**src/sv/cda_pkg.sv**
```systemverilog
`default_nettype none
// ----------------------------------------------------------------------------
// cda_pkg
// Shared types, constants and calendar functions for the date advance block.
// ----------------------------------------------------------------------------
package cda_pkg;

    localparam int YEAR_W  = 14;
    localparam int MONTH_W = 4;
    localparam int DAY_W   = 5;
    localparam int CNT_W   = 10;

    localparam logic [YEAR_W-1:0]  YEAR_LAST   = 14'd9999;
    localparam logic [CNT_W-1:0]   MAX_ADVANCE = 10'd1023;
    localparam logic [MONTH_W-1:0] MONTH_DEC   = 4'd12;
    localparam logic [MONTH_W-1:0] MONTH_JAN   = 4'd1;
    localparam logic [DAY_W-1:0]   DAY_FIRST   = 5'd1;

    // multiplicative inverse of 25 modulo 2^14, and the largest product
    // that marks a multiple of 25 (floor((2^14 - 1) / 25))
    localparam logic [YEAR_W-1:0] INV25 = 14'd7209;
    localparam logic [YEAR_W-1:0] LIM25 = 14'd655;

    // calendar date, fields in comparison order
    typedef struct packed {
        logic [YEAR_W-1:0]  year;
        logic [MONTH_W-1:0] month;
        logic [DAY_W-1:0]   day;
    } date_t;

    // controller to datapath commands
    typedef struct packed {
        logic start;    // take the input item: load date if requested, load day count
        logic step;     // advance one day, count down
        logic capture;  // write the result register
    } cmd_t;

    // datapath to controller status
    typedef struct packed {
        logic count_zero;
    } sts_t;

    // leap year: divisible by 400, or by 4 but not by 100
    function automatic logic is_leap(input logic [YEAR_W-1:0] y);
        logic [YEAR_W-1:0] prod;
        logic              div25;
        prod  = y * INV25;
        div25 = (prod <= LIM25);
        return div25 ? (y[3:0] == 4'd0) : (y[1:0] == 2'd0);
    endfunction

    // month length; months outside 1..12 count as 31 days
    function automatic logic [DAY_W-1:0] month_days(input logic [MONTH_W-1:0] m,
                                                    input logic leap);
        logic [DAY_W-1:0] len;
        case (m)
            4'd2:                      len = leap ? 5'd29 : 5'd28;
            4'd4, 4'd6, 4'd9, 4'd11:   len = 5'd30;
            default:                   len = 5'd31;
        endcase
        return len;
    endfunction

endpackage
`default_nettype wire

```
**src/sv/cda_if.sv**
```systemverilog
`default_nettype none
// ----------------------------------------------------------------------------
// cda_in_if / cda_out_if
// Valid/ready channels carrying input items and result items.
// ----------------------------------------------------------------------------
interface cda_in_if;
    import cda_pkg::*;

    logic               valid;
    logic               ready;
    logic               load;
    logic [YEAR_W-1:0]  load_year;
    logic [MONTH_W-1:0] load_month;
    logic [DAY_W-1:0]   load_day;
    logic [CNT_W-1:0]   advance_days;

    modport source (output valid, load, load_year, load_month, load_day, advance_days,
                    input ready);
    modport sink   (input valid, load, load_year, load_month, load_day, advance_days,
                    output ready);
endinterface

interface cda_out_if;
    import cda_pkg::*;

    logic               valid;
    logic               ready;
    logic [YEAR_W-1:0]  cur_year_out;
    logic [MONTH_W-1:0] cur_month_out;
    logic [DAY_W-1:0]   cur_day_out;
    logic               before_reference;
    logic               after_reference;
    logic               equal_reference;

    modport source (output valid, cur_year_out, cur_month_out, cur_day_out,
                    before_reference, after_reference, equal_reference,
                    input ready);
    modport sink   (input valid, cur_year_out, cur_month_out, cur_day_out,
                    before_reference, after_reference, equal_reference,
                    output ready);
endinterface
`default_nettype wire

```
**src/sv/cda_regs.sv**
```systemverilog
`default_nettype none
// ----------------------------------------------------------------------------
// cda_regs
// APB register file holding the reference date.
// ----------------------------------------------------------------------------
module cda_regs (
    input  wire logic           clk,
    input  wire logic           rst_n,
    input  wire logic           psel,
    input  wire logic           penable,
    input  wire logic           pwrite,
    input  wire logic [3:0]     paddr,
    input  wire logic [31:0]    pwdata,
    output logic      [31:0]    prdata,
    output logic                pready,
    output cda_pkg::date_t      ref_date
);
    import cda_pkg::*;

    typedef enum logic [1:0] {
        REG_YEAR  = 2'd0,
        REG_MONTH = 2'd1,
        REG_DAY   = 2'd2
    } reg_idx_t;

    date_t ref_reg;
    logic  wr_en;

    assign pready   = 1'b1;
    assign wr_en    = psel && penable && pwrite;
    assign ref_date = ref_reg;

    // write the addressed register, drop writes beyond the list
    always_ff @(posedge clk or negedge rst_n)
    begin
        if (!rst_n)
        begin
            ref_reg.year  <= 14'd2000;
            ref_reg.month <= 4'd1;
            ref_reg.day   <= 5'd1;
        end
        else if (wr_en)
        begin
            case (paddr[3:2])
                REG_YEAR:  ref_reg.year  <= pwdata[YEAR_W-1:0];
                REG_MONTH: ref_reg.month <= pwdata[MONTH_W-1:0];
                REG_DAY:   ref_reg.day   <= pwdata[DAY_W-1:0];
                default:   ;
            endcase
        end
    end

    // read back the addressed register
    always_comb
    begin
        case (paddr[3:2])
            REG_YEAR:  prdata = {{(32-YEAR_W){1'b0}}, ref_reg.year};
            REG_MONTH: prdata = {{(32-MONTH_W){1'b0}}, ref_reg.month};
            REG_DAY:   prdata = {{(32-DAY_W){1'b0}}, ref_reg.day};
            default:   prdata = 32'd0;
        endcase
    end

endmodule
`default_nettype wire

```
**src/sv/cda_ctrl.sv**
```systemverilog
`default_nettype none
// ----------------------------------------------------------------------------
// cda_ctrl
// Controller: takes items, sequences the day steps, hands off results.
// ----------------------------------------------------------------------------
module cda_ctrl (
    input  wire logic       clk,
    input  wire logic       rst_n,
    input  wire logic       in_valid,
    output logic            in_ready,
    output logic            out_valid,
    input  wire logic       out_ready,
    input  wire cda_pkg::sts_t sts,
    output cda_pkg::cmd_t   cmd
);
    import cda_pkg::*;

    typedef enum logic [1:0] {
        ST_IDLE = 2'b01,
        ST_RUN  = 2'b10
    } state_t;

    state_t state_reg, state_next;
    logic   out_valid_reg, out_valid_next;
    logic   slot_free;

    assign in_ready  = (state_reg == ST_IDLE);
    assign out_valid = out_valid_reg;
    assign slot_free = !out_valid_reg || out_ready;

    // decode commands from the state and the handshakes
    always_comb
    begin
        cmd.start   = (state_reg == ST_IDLE) && in_valid;
        cmd.step    = (state_reg == ST_RUN) && !sts.count_zero;
        cmd.capture = (state_reg == ST_RUN) && sts.count_zero && slot_free;
    end

    // advance the state
    always_comb
    begin
        state_next = state_reg;
        case (state_reg)
            ST_IDLE:
            begin
                if (cmd.start)
                    state_next = ST_RUN;
            end
            ST_RUN:
            begin
                if (cmd.capture)
                    state_next = ST_IDLE;
            end
            default: state_next = ST_IDLE;
        endcase
    end

    // hold the result valid until taken
    always_comb
    begin
        if (cmd.capture)
            out_valid_next = 1'b1;
        else if (out_ready)
            out_valid_next = 1'b0;
        else
            out_valid_next = out_valid_reg;
    end

    always_ff @(posedge clk or negedge rst_n)
    begin
        if (!rst_n)
        begin
            state_reg     <= ST_IDLE;
            out_valid_reg <= 1'b0;
        end
        else
        begin
            state_reg     <= state_next;
            out_valid_reg <= out_valid_next;
        end
    end

    // a day step never coincides with the result capture
    a_step_capture: assert property (@(posedge clk) disable iff (!rst_n)
        !(cmd.step && cmd.capture))
        else $error("step and capture in the same cycle");

    // a new result appears only at the end of a run
    a_valid_rise: assert property (@(posedge clk) disable iff (!rst_n)
        $rose(out_valid_reg) |-> ($past(state_reg) == ST_RUN) && $past(sts.count_zero))
        else $error("result valid without a finished run");

    // a capture always leaves a valid result and frees the input
    a_capture_done: assert property (@(posedge clk) disable iff (!rst_n)
        cmd.capture |=> out_valid_reg && in_ready)
        else $error("capture did not present the result");

endmodule
`default_nettype wire

```
**src/sv/cda_dp.sv**
```systemverilog
`default_nettype none
// ----------------------------------------------------------------------------
// cda_dp
// Datapath: date registers, day counter, one-day step and result register.
// ----------------------------------------------------------------------------
module cda_dp (
    input  wire logic                     clk,
    input  wire logic                     rst_n,
    input  wire cda_pkg::cmd_t            cmd,
    output cda_pkg::sts_t                 sts,
    input  wire logic                     load,
    input  wire logic [cda_pkg::YEAR_W-1:0]  load_year,
    input  wire logic [cda_pkg::MONTH_W-1:0] load_month,
    input  wire logic [cda_pkg::DAY_W-1:0]   load_day,
    input  wire logic [cda_pkg::CNT_W-1:0]   advance_days,
    input  wire cda_pkg::date_t           ref_date,
    output cda_pkg::date_t                res_date,
    output logic                          res_before,
    output logic                          res_after,
    output logic                          res_equal
);
    import cda_pkg::*;

    date_t            date_reg, date_next, stepped;
    logic [CNT_W-1:0] cnt_reg, cnt_next;
    logic [DAY_W-1:0] last_day;
    date_t            res_reg;
    logic             before_reg, after_reg, equal_reg;

    assign sts.count_zero = (cnt_reg == '0);
    assign res_date       = res_reg;
    assign res_before     = before_reg;
    assign res_after      = after_reg;
    assign res_equal      = equal_reg;

    // one day forward, with month and year rollover
    always_comb
    begin
        last_day = month_days(date_reg.month, is_leap(date_reg.year));
        stepped  = date_reg;
        if (date_reg.day < last_day)
        begin
            stepped.day = date_reg.day + DAY_FIRST;
        end
        else if (date_reg.month < MONTH_DEC)
        begin
            stepped.month = date_reg.month + MONTH_JAN;
            stepped.day   = DAY_FIRST;
        end
        else
        begin
            stepped.year  = (date_reg.year >= YEAR_LAST) ? '0 : date_reg.year + 14'd1;
            stepped.month = MONTH_JAN;
            stepped.day   = DAY_FIRST;
        end
    end

    // select the next date and count
    always_comb
    begin
        date_next = date_reg;
        cnt_next  = cnt_reg;
        if (cmd.start)
        begin
            if (load)
            begin
                date_next.year  = load_year;
                date_next.month = load_month;
                date_next.day   = load_day;
            end
            cnt_next = (advance_days > MAX_ADVANCE) ? MAX_ADVANCE : advance_days;
        end
        else if (cmd.step)
        begin
            date_next = stepped;
            cnt_next  = cnt_reg - 10'd1;
        end
    end

    always_ff @(posedge clk or negedge rst_n)
    begin
        if (!rst_n)
        begin
            date_reg.year  <= 14'd2000;
            date_reg.month <= 4'd1;
            date_reg.day   <= 5'd1;
            cnt_reg        <= '0;
        end
        else
        begin
            date_reg <= date_next;
            cnt_reg  <= cnt_next;
        end
    end

    // capture the date and its order against the reference
    always_ff @(posedge clk)
    begin
        if (cmd.capture)
        begin
            res_reg    <= date_reg;
            before_reg <= (date_reg < ref_date);
            after_reg  <= (date_reg > ref_date);
            equal_reg  <= (date_reg == ref_date);
        end
    end

endmodule
`default_nettype wire

```
**src/sv/calendar_date_advance.sv**
```systemverilog
`default_nettype none
// ----------------------------------------------------------------------------
// calendar_date_advance
// Gregorian date counter with comparison against a reference date.
// ----------------------------------------------------------------------------
// Usage:
//   in_ch  : input items (optional date load, then a count of days to add).
//   out_ch : one result item per input item: new date and its order
//            against the reference date (before / after / equal, one-hot).
//   APB    : registers ref_year (0x0), ref_month (0x4), ref_day (0x8);
//            pready is always high, write only while the block is idle.
// Timing: an item with n days to add (n clamped to 1023) is accepted, then
//   takes n one-day steps in the datapath, then writes the result register
//   once out_ch is free; out_ch.valid rises with that write.
// in_ch.ready is high only while no item is in work. A finished result
//   waits in the output register; the next item is accepted meanwhile, and
//   its stepping completes, but its result waits until out_ch is free.
// Reset: date 2000-01-01, reference 2000-01-01, no result pending.
// ----------------------------------------------------------------------------
module calendar_date_advance (
    input  wire logic   clk,
    input  wire logic   rst_n,
    cda_in_if.sink      in_ch,
    cda_out_if.source   out_ch,
    input  wire logic           psel,
    input  wire logic           penable,
    input  wire logic           pwrite,
    input  wire logic [3:0]     paddr,
    input  wire logic [31:0]    pwdata,
    output logic      [31:0]    prdata,
    output logic                pready
);
    import cda_pkg::*;

    date_t ref_date;
    date_t res_date;
    cmd_t  cmd;
    sts_t  sts;
    logic  in_ready;
    logic  out_valid;
    logic  res_before, res_after, res_equal;

    // reference date registers
    cda_regs u_regs (
        .clk      (clk),
        .rst_n    (rst_n),
        .psel     (psel),
        .penable  (penable),
        .pwrite   (pwrite),
        .paddr    (paddr),
        .pwdata   (pwdata),
        .prdata   (prdata),
        .pready   (pready),
        .ref_date (ref_date)
    );

    // sequencing
    cda_ctrl u_ctrl (
        .clk       (clk),
        .rst_n     (rst_n),
        .in_valid  (in_ch.valid),
        .in_ready  (in_ready),
        .out_valid (out_valid),
        .out_ready (out_ch.ready),
        .sts       (sts),
        .cmd       (cmd)
    );

    // date arithmetic
    cda_dp u_dp (
        .clk          (clk),
        .rst_n        (rst_n),
        .cmd          (cmd),
        .sts          (sts),
        .load         (in_ch.load),
        .load_year    (in_ch.load_year),
        .load_month   (in_ch.load_month),
        .load_day     (in_ch.load_day),
        .advance_days (in_ch.advance_days),
        .ref_date     (ref_date),
        .res_date     (res_date),
        .res_before   (res_before),
        .res_after    (res_after),
        .res_equal    (res_equal)
    );

    // drive the channels
    assign in_ch.ready             = in_ready;
    assign out_ch.valid            = out_valid;
    assign out_ch.cur_year_out     = res_date.year;
    assign out_ch.cur_month_out    = res_date.month;
    assign out_ch.cur_day_out      = res_date.day;
    assign out_ch.before_reference = res_before;
    assign out_ch.after_reference  = res_after;
    assign out_ch.equal_reference  = res_equal;

endmodule
`default_nettype wire
```
**src/flat_wrapper.sv**
```systemverilog
// flat-port wrapper written by rule: the top's interface ports become plain ports
module calendar_date_advance_flat import cda_pkg::*;
  (clk, rst_n, psel, penable, pwrite, paddr, pwdata, prdata, pready, in_ch_valid, in_ch_load, in_ch_load_year, in_ch_load_month, in_ch_load_day, in_ch_advance_days, in_ch_ready, out_ch_valid, out_ch_cur_year_out, out_ch_cur_month_out, out_ch_cur_day_out, out_ch_before_reference, out_ch_after_reference, out_ch_equal_reference, out_ch_ready);
  cda_in_if in_ch_i ();
  cda_out_if out_ch_i ();
  input  wire logic clk;
  input  wire logic rst_n;
  input  wire logic psel;
  input  wire logic penable;
  input  wire logic pwrite;
  input  wire logic [3:0] paddr;
  input  wire logic [31:0] pwdata;
  output logic      [31:0] prdata;
  output logic pready;
  input wire logic [$bits(in_ch_i.valid)-1:0] in_ch_valid;
  input wire logic [$bits(in_ch_i.load)-1:0] in_ch_load;
  input wire logic [$bits(in_ch_i.load_year)-1:0] in_ch_load_year;
  input wire logic [$bits(in_ch_i.load_month)-1:0] in_ch_load_month;
  input wire logic [$bits(in_ch_i.load_day)-1:0] in_ch_load_day;
  input wire logic [$bits(in_ch_i.advance_days)-1:0] in_ch_advance_days;
  output wire logic [$bits(in_ch_i.ready)-1:0] in_ch_ready;
  output wire logic [$bits(out_ch_i.valid)-1:0] out_ch_valid;
  output wire logic [$bits(out_ch_i.cur_year_out)-1:0] out_ch_cur_year_out;
  output wire logic [$bits(out_ch_i.cur_month_out)-1:0] out_ch_cur_month_out;
  output wire logic [$bits(out_ch_i.cur_day_out)-1:0] out_ch_cur_day_out;
  output wire logic [$bits(out_ch_i.before_reference)-1:0] out_ch_before_reference;
  output wire logic [$bits(out_ch_i.after_reference)-1:0] out_ch_after_reference;
  output wire logic [$bits(out_ch_i.equal_reference)-1:0] out_ch_equal_reference;
  input wire logic [$bits(out_ch_i.ready)-1:0] out_ch_ready;
  assign in_ch_i.valid = in_ch_valid;
  assign in_ch_i.load = in_ch_load;
  assign in_ch_i.load_year = in_ch_load_year;
  assign in_ch_i.load_month = in_ch_load_month;
  assign in_ch_i.load_day = in_ch_load_day;
  assign in_ch_i.advance_days = in_ch_advance_days;
  assign in_ch_ready = in_ch_i.ready;
  assign out_ch_valid = out_ch_i.valid;
  assign out_ch_cur_year_out = out_ch_i.cur_year_out;
  assign out_ch_cur_month_out = out_ch_i.cur_month_out;
  assign out_ch_cur_day_out = out_ch_i.cur_day_out;
  assign out_ch_before_reference = out_ch_i.before_reference;
  assign out_ch_after_reference = out_ch_i.after_reference;
  assign out_ch_equal_reference = out_ch_i.equal_reference;
  assign out_ch_i.ready = out_ch_ready;
  calendar_date_advance u_core (.clk(clk), .rst_n(rst_n), .in_ch(in_ch_i), .out_ch(out_ch_i), .psel(psel), .penable(penable), .pwrite(pwrite), .paddr(paddr), .pwdata(pwdata), .prdata(prdata), .pready(pready));
endmodule
```
**config.mk**
```make
export PLATFORM = sky130hd
export DESIGN_NAME = calendar_date_advance_flat
export DESIGN_NICKNAME = d
export VERILOG_FILES = /design/src/sv/cda_pkg.sv /design/src/sv/cda_if.sv /design/src/sv/cda_regs.sv /design/src/sv/cda_ctrl.sv /design/src/sv/cda_dp.sv /design/src/sv/calendar_date_advance.sv /design/src/flat_wrapper.sv
export SDC_FILE = /design/constraint.sdc
export NUM_CORES = 1
export LEC_CHECK = 0
export BUFFER_PORTS_ARGS = -buffer_cell sky130_fd_sc_hd__buf_2
export CORE_MARGIN = 2
export CORE_UTILIZATION = 55
export DETAILED_ROUTE_END_ITERATION = 8
export GPL_TIMING_DRIVEN = 0
export MAX_ROUTING_LAYER = met4
export PLACE_DENSITY = 0.8
export SKIP_LAST_GASP = 1
export SLEW_MARGIN = 30
export SYNTH_ARGS = -nofsm -noshare
export SYNTH_HDL_FRONTEND = slang
export SYNTH_SLANG_ARGS = --single-unit
```
**constraint.sdc**
```tcl
create_clock -name clk -period 5.7 [get_ports clk]
set_input_delay 0.285 -clock clk [delete_from_list [all_inputs] [get_ports clk]]
set_output_delay 0.285 -clock clk [all_outputs]
set_load 0.05 [all_outputs]
```
; Word-level counts from Yosys, hierarchy flattened
; Cells that the tools add are included.
; Widths: inputs -> output; s select.
[word_totals]
reg_bits = 85
mem_bits_ro = 0
elab_cells = 85
latchBits = 0
in_bits = 77
ram_bits = 0
n_memories = 0
[classes]
div_mod_pow = 0
bitwise_logic = 0
n_addsub = 4
n_mul = 1
mux = 20
magnitude_cmp = 7
shifts = 0
reduce_logical = 23
n_eq_ne = 15
[op_table]
columns = op, n
row1 = $mux 23, 3
row2 = $pmux 14 s3, 1
row3 = $mux 10, 3
row4 = $mux 14, 2
row5 = $eq 23x23->1, 1
row6 = $gt 23x23->1, 1
row7 = $lt 23x23->1, 1
row8 = $mux 18, 1
row9 = $add 14x1->14 const B, 1
row10 = $ge 14x14->1 const B, 1
row11 = $le 14x10->1 const B, 1
row12 = $mul 14x13->14 const B, 1
row13 = $gt 10x10->1 const B, 1
row14 = $logic_not 10->1, 1
row15 = $reduce_and 2->1, 5
row16 = $sub 10x1->10 const B, 1
row17 = $mux 9, 1
row18 = $eq 4x3->1 const B, 2
row19 = $eq 4x4->1 const B, 2
row20 = $ne 2x1->1 const B, 4
row21 = $pmux 2 s2, 2
row22 = $logic_and 1x1->1, 6
row23 = $add 5x1->5 const B, 1
row24 = $lt 5x5->1, 1
row25 = other kinds (17), 26

; Longest topological paths before layout
[logic_depth]
ltp_word = 9
mapped_depth = 15
depth_no_buf = 15

; Modules after synthesis
; From an unflattened synthesis, not the netlist that was laid out.
[unflattened]
hier_cells = 609
area_unflattened_um2 = 6148.4
[modules_own_cells]
columns = module, area_per_inst_um2, seq_area_each_um2, instances, cells_per_inst
row1 = cda_dp, 4688.2, 1616.6, 1, 495
row2 = cda_regs, 1301.2, 585.6, 1, 99
row3 = cda_ctrl, 158.9, 76.3, 1, 15

; Worst setup path after synthesis
; OpenSTA, ideal clock, no wires.
[synth_timing]
path_kind = reg-to-reg
from = register u_core.u_dp.date_reg[9] in the netlist's numbering
to = register u_core.u_dp.date_reg[2] in the netlist's numbering
path_stages_with_launch = 16
slack_ps = 1399
setup_ps = 126
required_time_ps = 5574
arrival_time_ps = 4175
path_cell_list = dfrtp_1 > fa_1 > ha_1 > ha_1 > inv_1 > fa_1 > fa_1 > inv_1 > ha_1 > o21ai_0 > o21bai_1 > o41ai_2 > xnor2_1 > o31ai_4 > o21ai_1 > a221o_1
[synth_between]
elab_chain_len = 9
elab_cells_between_ends = 11
[synth_lines]
columns = element, line
row1 = from (decl), cda_dp.sv:24  ; date_t date_reg, date_next, stepped;
row2 = from (signal assigned), cda_dp.sv:91  ; date_reg <= date_next;
row3 = $mul 14x13->14, cda_pkg.sv:47  ; prod = y * INV25;
row4 = $le 14x10->1, cda_pkg.sv:48  ; div25 = (prod <= LIM25);
row5 = $mux 1 (*), cda_pkg.sv:49  ; return div25 ? (y[3:0] == 4'd0) : (y[1:0] == 2'd0);
row6 = $mux 1 (*), cda_pkg.sv:57  ; 4'd2: len = leap ? 5'd29 : 5'd28;
row7 = $pmux 2 s2 (*), cda_pkg.sv:56  ; case (m)
row8 = $lt 5x5->1 (*), cda_dp.sv:41  ; if (date_reg.day < last_day)
row9 = $mux 5 (*), cda_dp.sv:41
row10 = $mux 23 (*), cda_dp.sv:73  ; else if (cmd.step)
row11 = $mux 23 (*), cda_dp.sv:63  ; if (cmd.start)
; Every way passes the cells marked *; elsewhere a longest branch is shown, timed or not. The select of a mux whose other input is x is not followed.
; A chain may end at the register's enable or synchronous reset.

; Final worst setup path
[layout_timing]
from = register u_core.u_dp.date_reg[11] in the netlist's numbering
to = register u_core.u_dp.date_reg[2] in the netlist's numbering
; The elaborated chain is that of the path after synthesis.

==> Implementation_results.wiki <==
{| class="wikitable"
! Metric !! Value
|-
| Clk slew on worst S/H paths || 90 ps
|-
| Number of inserted diodes || 0
|-
| Violated checks || negative hold slack
|-
| Leak || 0.003265 uW
|-
| Clock sink total || 85
|-
| Share of cell area taken by muxes after synthesis || 1.590%
|-
| Buffer depth of the longest clock path || 2
|-
| Top library cells by usage in the layout, fill and taps aside || sky130_fd_sc_hd__buf_2 (97), sky130_fd_sc_hd__o21ai_0 (70), sky130_fd_sc_hd__ha_1 (70)
|-
| Worst slew margin relative to its limit || 46.01%
|-
| Top FF cell, synth || sky130_fd_sc_hd__dfrtp_1
|-
| Placed wire-length estimate || 10.51 mm
|-
| Total clock buffers created by CTS || 9
|-
| Hold violation total from the final report || 5
|-
| Ratio of cells with drive above 1 in the final layout || 22.30%
|-
| Worst hold slack after final layout || -4.793 ps
|-
| Highest net fanout along the worst path || 10
|-
| Area enclosed by the die boundary || 11430 um2
|-
| Final number of max-transition violations || 0
|-
| Power Density || 567.8 nW/um2
|-
| Layer with the highest usage after global routing || met2
|-
| Reported max-cap violation count || 0
|-
| Global routing usage on met1 || 31.78%
|-
| Count of hold-fix buffers inserted at cts || 0
|-
| Yosys reg bits || 85
|-
| Fraction of the mapped netlist area in adder cells || 18.82%
|-
| Total cell area at the placement stage || 6573 um2
|-
| CTS tree || done
|-
| Number of flops mapped to enable cells by yosys || 26
|-
| Final global-route overflow total || 0
|-
| Maximum number of pins on one net before global-route repair || 60
|-
| Critical path class || reg2reg
|-
| DRC || 0
|-
| Aggregate global-route resource usage || 26.57%
|-
| Post-route antenna net violation count || 0
|-
| Global-route wire length before repair || 23.16 mm
|-
| Path category of the worst min-delay check || in2async
|-
| Kind of capture point of the worst setup path || flip-flop
|-
| Die span in y || 106.9 um
|-
| Mean routed wirelength per cell || 15.78 um
|-
| Status || finished with violations
|-
| Count of boundary I/O pins || 138
|-
| Post-synthesis compound-gate area fraction || 14.54%
|-
| Count of input and output buffers || 96
|-
| Unique cell type count in the Yosys netlist || 61
|-
| Layout Skew || 11.84 ps
|-
| GRT met2 Usage || 45.00%
|-
| Signed area change from the synthesized netlist to the final layout || 16.24%
|-
| Crit path time final || 4781 ps
|-
| Async S/R FF share, synth || 69.41%
|-
| Combined area of all synthesized cells || 5824 um2
|-
| Total wire length after detailed routing || 13.83 mm
|-
| First-iteration detailed-routing DRC count || 495
|-
| Number of global-route vias before repair || 5025
|-
| Effective utilization at floorplan || 56.42%
|-
| First drt pass iteration count || 5
|-
| Xor/xnor share of the synthesized area || 3.545%
|-
| Slew of the pin with the lowest slew margin || 802.4 ps
|-
| Type of origin of the critical path || flip-flop
|-
| Number of instances resized during post-cts repair || 0
|-
| # nets final || 893
|-
| Commonest non-fill, non-tap cell in the layout || sky130_fd_sc_hd__buf_2
|-
| Core region area || 10320 um2
|-
| Mean post-synth cell area || 9.548 um2
|-
| Final cycle utilization of the critical path || 83.87%
|-
| Std cell rows || 37
|-
| Met3 track utilization from global routing || 3.951%
|-
| Max rail drop VDD || 287.8 uV
|-
| Sequential-to-total area share from yosys stat || 39.12%
|-
| Number of H-tree branching levels || 3
|-
| Dominant combinational cell family by area after synthesis || adder cells
|-
| Total of warnings raised by yosys || 0
|-
| Buffer count from post-CTS setup fixing || 0
|-
| Placer's final routability congestion estimate || 0.8443
|-
| Endpoints failing setup || 0
|-
| Clk Latency, worst-skew pair || 370 ps
|-
| Total negative setup slack || 0 ps
|-
| Crit path required time || 5950 ps
|-
| Area of the multi-input gates || 3149 um2
|-
| Fraction of the mapped netlist area in simple logic gates || 14.07%
|-
| Final std cell area, no fill || 6770 um2
|-
| Layout fillers || 823
|-
| Highest clock frequency the design can meet || 209.2 MHz
|-
| Horizontal die dimension || 106.9 um
|-
| Number of vias per cell after detailed routing || 5.586
|-
| Number of antenna violations at the first check in global routing || 0
|-
| Area of all sequential standard cells || 2278 um2
|-
| Worst Path Arrival || 5030 ps
|-
| Cells after Synth || 610
|-
| Unrepaired setup endpoints after global routing || no
|-
| Vias || 4893
|-
| Clock tree root driver cell || sky130_fd_sc_hd__clkbuf_8
|-
| Fraction of the core area covered by cells at the end of the flow || 65.58%
|}
cell usage after synthesis, types with 2 or more instances:
master | number | share of area (%)
sky130_fd_sc_hd__clkbuf_1 | 12 | 0.77
sky130_fd_sc_hd__o21ai_0 | 70 | 6.0
sky130_fd_sc_hd__and3_1 | 7 | 0.75
sky130_fd_sc_hd__mux2i_1 | 7 | 1.2
sky130_fd_sc_hd__or4_1 | 2 | 0.26
sky130_fd_sc_hd__mux2_2 | 2 | 0.39
sky130_fd_sc_hd__or2_2 | 3 | 0.32
sky130_fd_sc_hd__edfxtp_1 | 26 | 13
sky130_fd_sc_hd__nor3_1 | 20 | 1.7
sky130_fd_sc_hd__nand2b_1 | 4 | 0.43
sky130_fd_sc_hd__nand4_1 | 5 | 0.54
sky130_fd_sc_hd__nand3_1 | 13 | 1.1
sky130_fd_sc_hd__nor3b_1 | 9 | 1.2
sky130_fd_sc_hd__o21ai_1 | 2 | 0.17
sky130_fd_sc_hd__conb_1 | 2 | 0.13
sky130_fd_sc_hd__a21oi_1 | 28 | 2.4
sky130_fd_sc_hd__o22ai_1 | 2 | 0.21
sky130_fd_sc_hd__fa_1 | 11 | 3.8
sky130_fd_sc_hd__xnor2_1 | 16 | 2.4
sky130_fd_sc_hd__a22oi_1 | 2 | 0.26
sky130_fd_sc_hd__buf_1 | 2 | 0.13
sky130_fd_sc_hd__nor4_1 | 7 | 0.75
sky130_fd_sc_hd__o211ai_1 | 2 | 0.26
sky130_fd_sc_hd__nand2_1 | 54 | 3.5
sky130_fd_sc_hd__xor2_1 | 5 | 0.75
sky130_fd_sc_hd__a221o_1 | 2 | 0.34
sky130_fd_sc_hd__buf_4 | 20 | 2.6
sky130_fd_sc_hd__a31oi_1 | 2 | 0.21
sky130_fd_sc_hd__a211oi_2 | 2 | 0.43
sky130_fd_sc_hd__ha_1 | 70 | 15
sky130_fd_sc_hd__and4_1 | 2 | 0.30
sky130_fd_sc_hd__dfrtp_1 | 42 | 18
sky130_fd_sc_hd__o21a_1 | 4 | 0.52
sky130_fd_sc_hd__buf_2 | 2 | 0.17
sky130_fd_sc_hd__a21o_1 | 9 | 1.2
sky130_fd_sc_hd__nand4b_1 | 2 | 0.30
sky130_fd_sc_hd__nor2b_1 | 8 | 0.86
sky130_fd_sc_hd__inv_1 | 69 | 4.4
sky130_fd_sc_hd__dfstp_2 | 17 | 7.7
sky130_fd_sc_hd__nor2_1 | 25 | 1.6
area by class of cell:
type / instances / share of cell area (%)
Multi-Input combinational cell: 436 / 46.52
Sequential cell: 85 / 33.65
Timing Repair Buffer: 97 / 7.355
Inverter: 69 / 3.826
Buffer: 37 / 3.216
Tap cell: 136 / 2.513
Clock buffer: 10 / 1.885
Clock inverter: 6 / 1.035
worst paths after layout:
| path | start | endpoint | cells past startpoint | slack (ps) |
|---|---|---|---|---|
| hold reg to reg | u_core.u_dp.date_reg[7] | u_core.u_dp.res_date[7] | 0 | 510 |
| hold / removal | rst_n | u_core.u_regs.ref_date[14] | 1 | -5 |
| setup reg to reg | u_core.u_dp.date_reg[11] | u_core.u_dp.date_reg[2] | 15 | 920 |
| setup / recovery | u_core.u_dp.date_reg[11] | u_core.u_dp.date_reg[2] | 15 | 920 |
| max in group asynchronous | rst_n | u_core.u_dp.cnt_reg[3] | 1 | 5200 |
| min in group clk | out_ch_ready | u_core.u_ctrl.out_valid | 2 | 100 |
kinds of logic (layout without fill, tap and decap cells):
family	count (synthesis)	after routing
xor+xnor	22	22
compound gates	140	140
other cells	2	19
mux	9	9
buf+inv	106	219
fa+ha+maj	81	81
flops	85	85
simple gates	165	165
metrics by stage:
step                setup slack (ps)  hold WS (ps)  total power [uW]  cells
detailed placement             954.1         408.7              3371    860
CTS                            931.7         19.11              3826    876
finish                         919.2        -4.793              3844    876
global placement                1061         481.0              3223    859
floorplan                       1399        -10.59              2796    627
global route                   648.7         53.11              4215    876
layer usage:
layer	vias up	part of all wire (%)
met5	-	0
met4	0	2.9
met3	35	6.5
met2	213	49
met1	2305	42
li1	2340	-
worst max-delay path, stage by stage (launching register included):
cell                       delay [ps]
sky130_fd_sc_hd__dfrtp_1          650
sky130_fd_sc_hd__fa_1             500
sky130_fd_sc_hd__ha_1             310
sky130_fd_sc_hd__ha_1             280
sky130_fd_sc_hd__inv_1             50
sky130_fd_sc_hd__fa_1             500
sky130_fd_sc_hd__fa_1             540
sky130_fd_sc_hd__inv_1             50
sky130_fd_sc_hd__ha_1             310
sky130_fd_sc_hd__o21ai_0          120
sky130_fd_sc_hd__o21bai_1         220
sky130_fd_sc_hd__o41ai_2          120
sky130_fd_sc_hd__xnor2_1          180
sky130_fd_sc_hd__o31ai_4          430
sky130_fd_sc_hd__o21ai_1          120
sky130_fd_sc_hd__a221o_1          270
power breakdown:
| group | internal (uW) | switching [uW] | leakage [uW] |
|---|---|---|---|
| Clock | 207 | 231 | 0.000101 |
| Combinational | 976 | 1320 | 0.00224 |
| Sequential | 842 | 265 | 0.000922 |
| Total | 2020 | 1820 | 0.00327 |
Power figures use the tool's default switching activity.
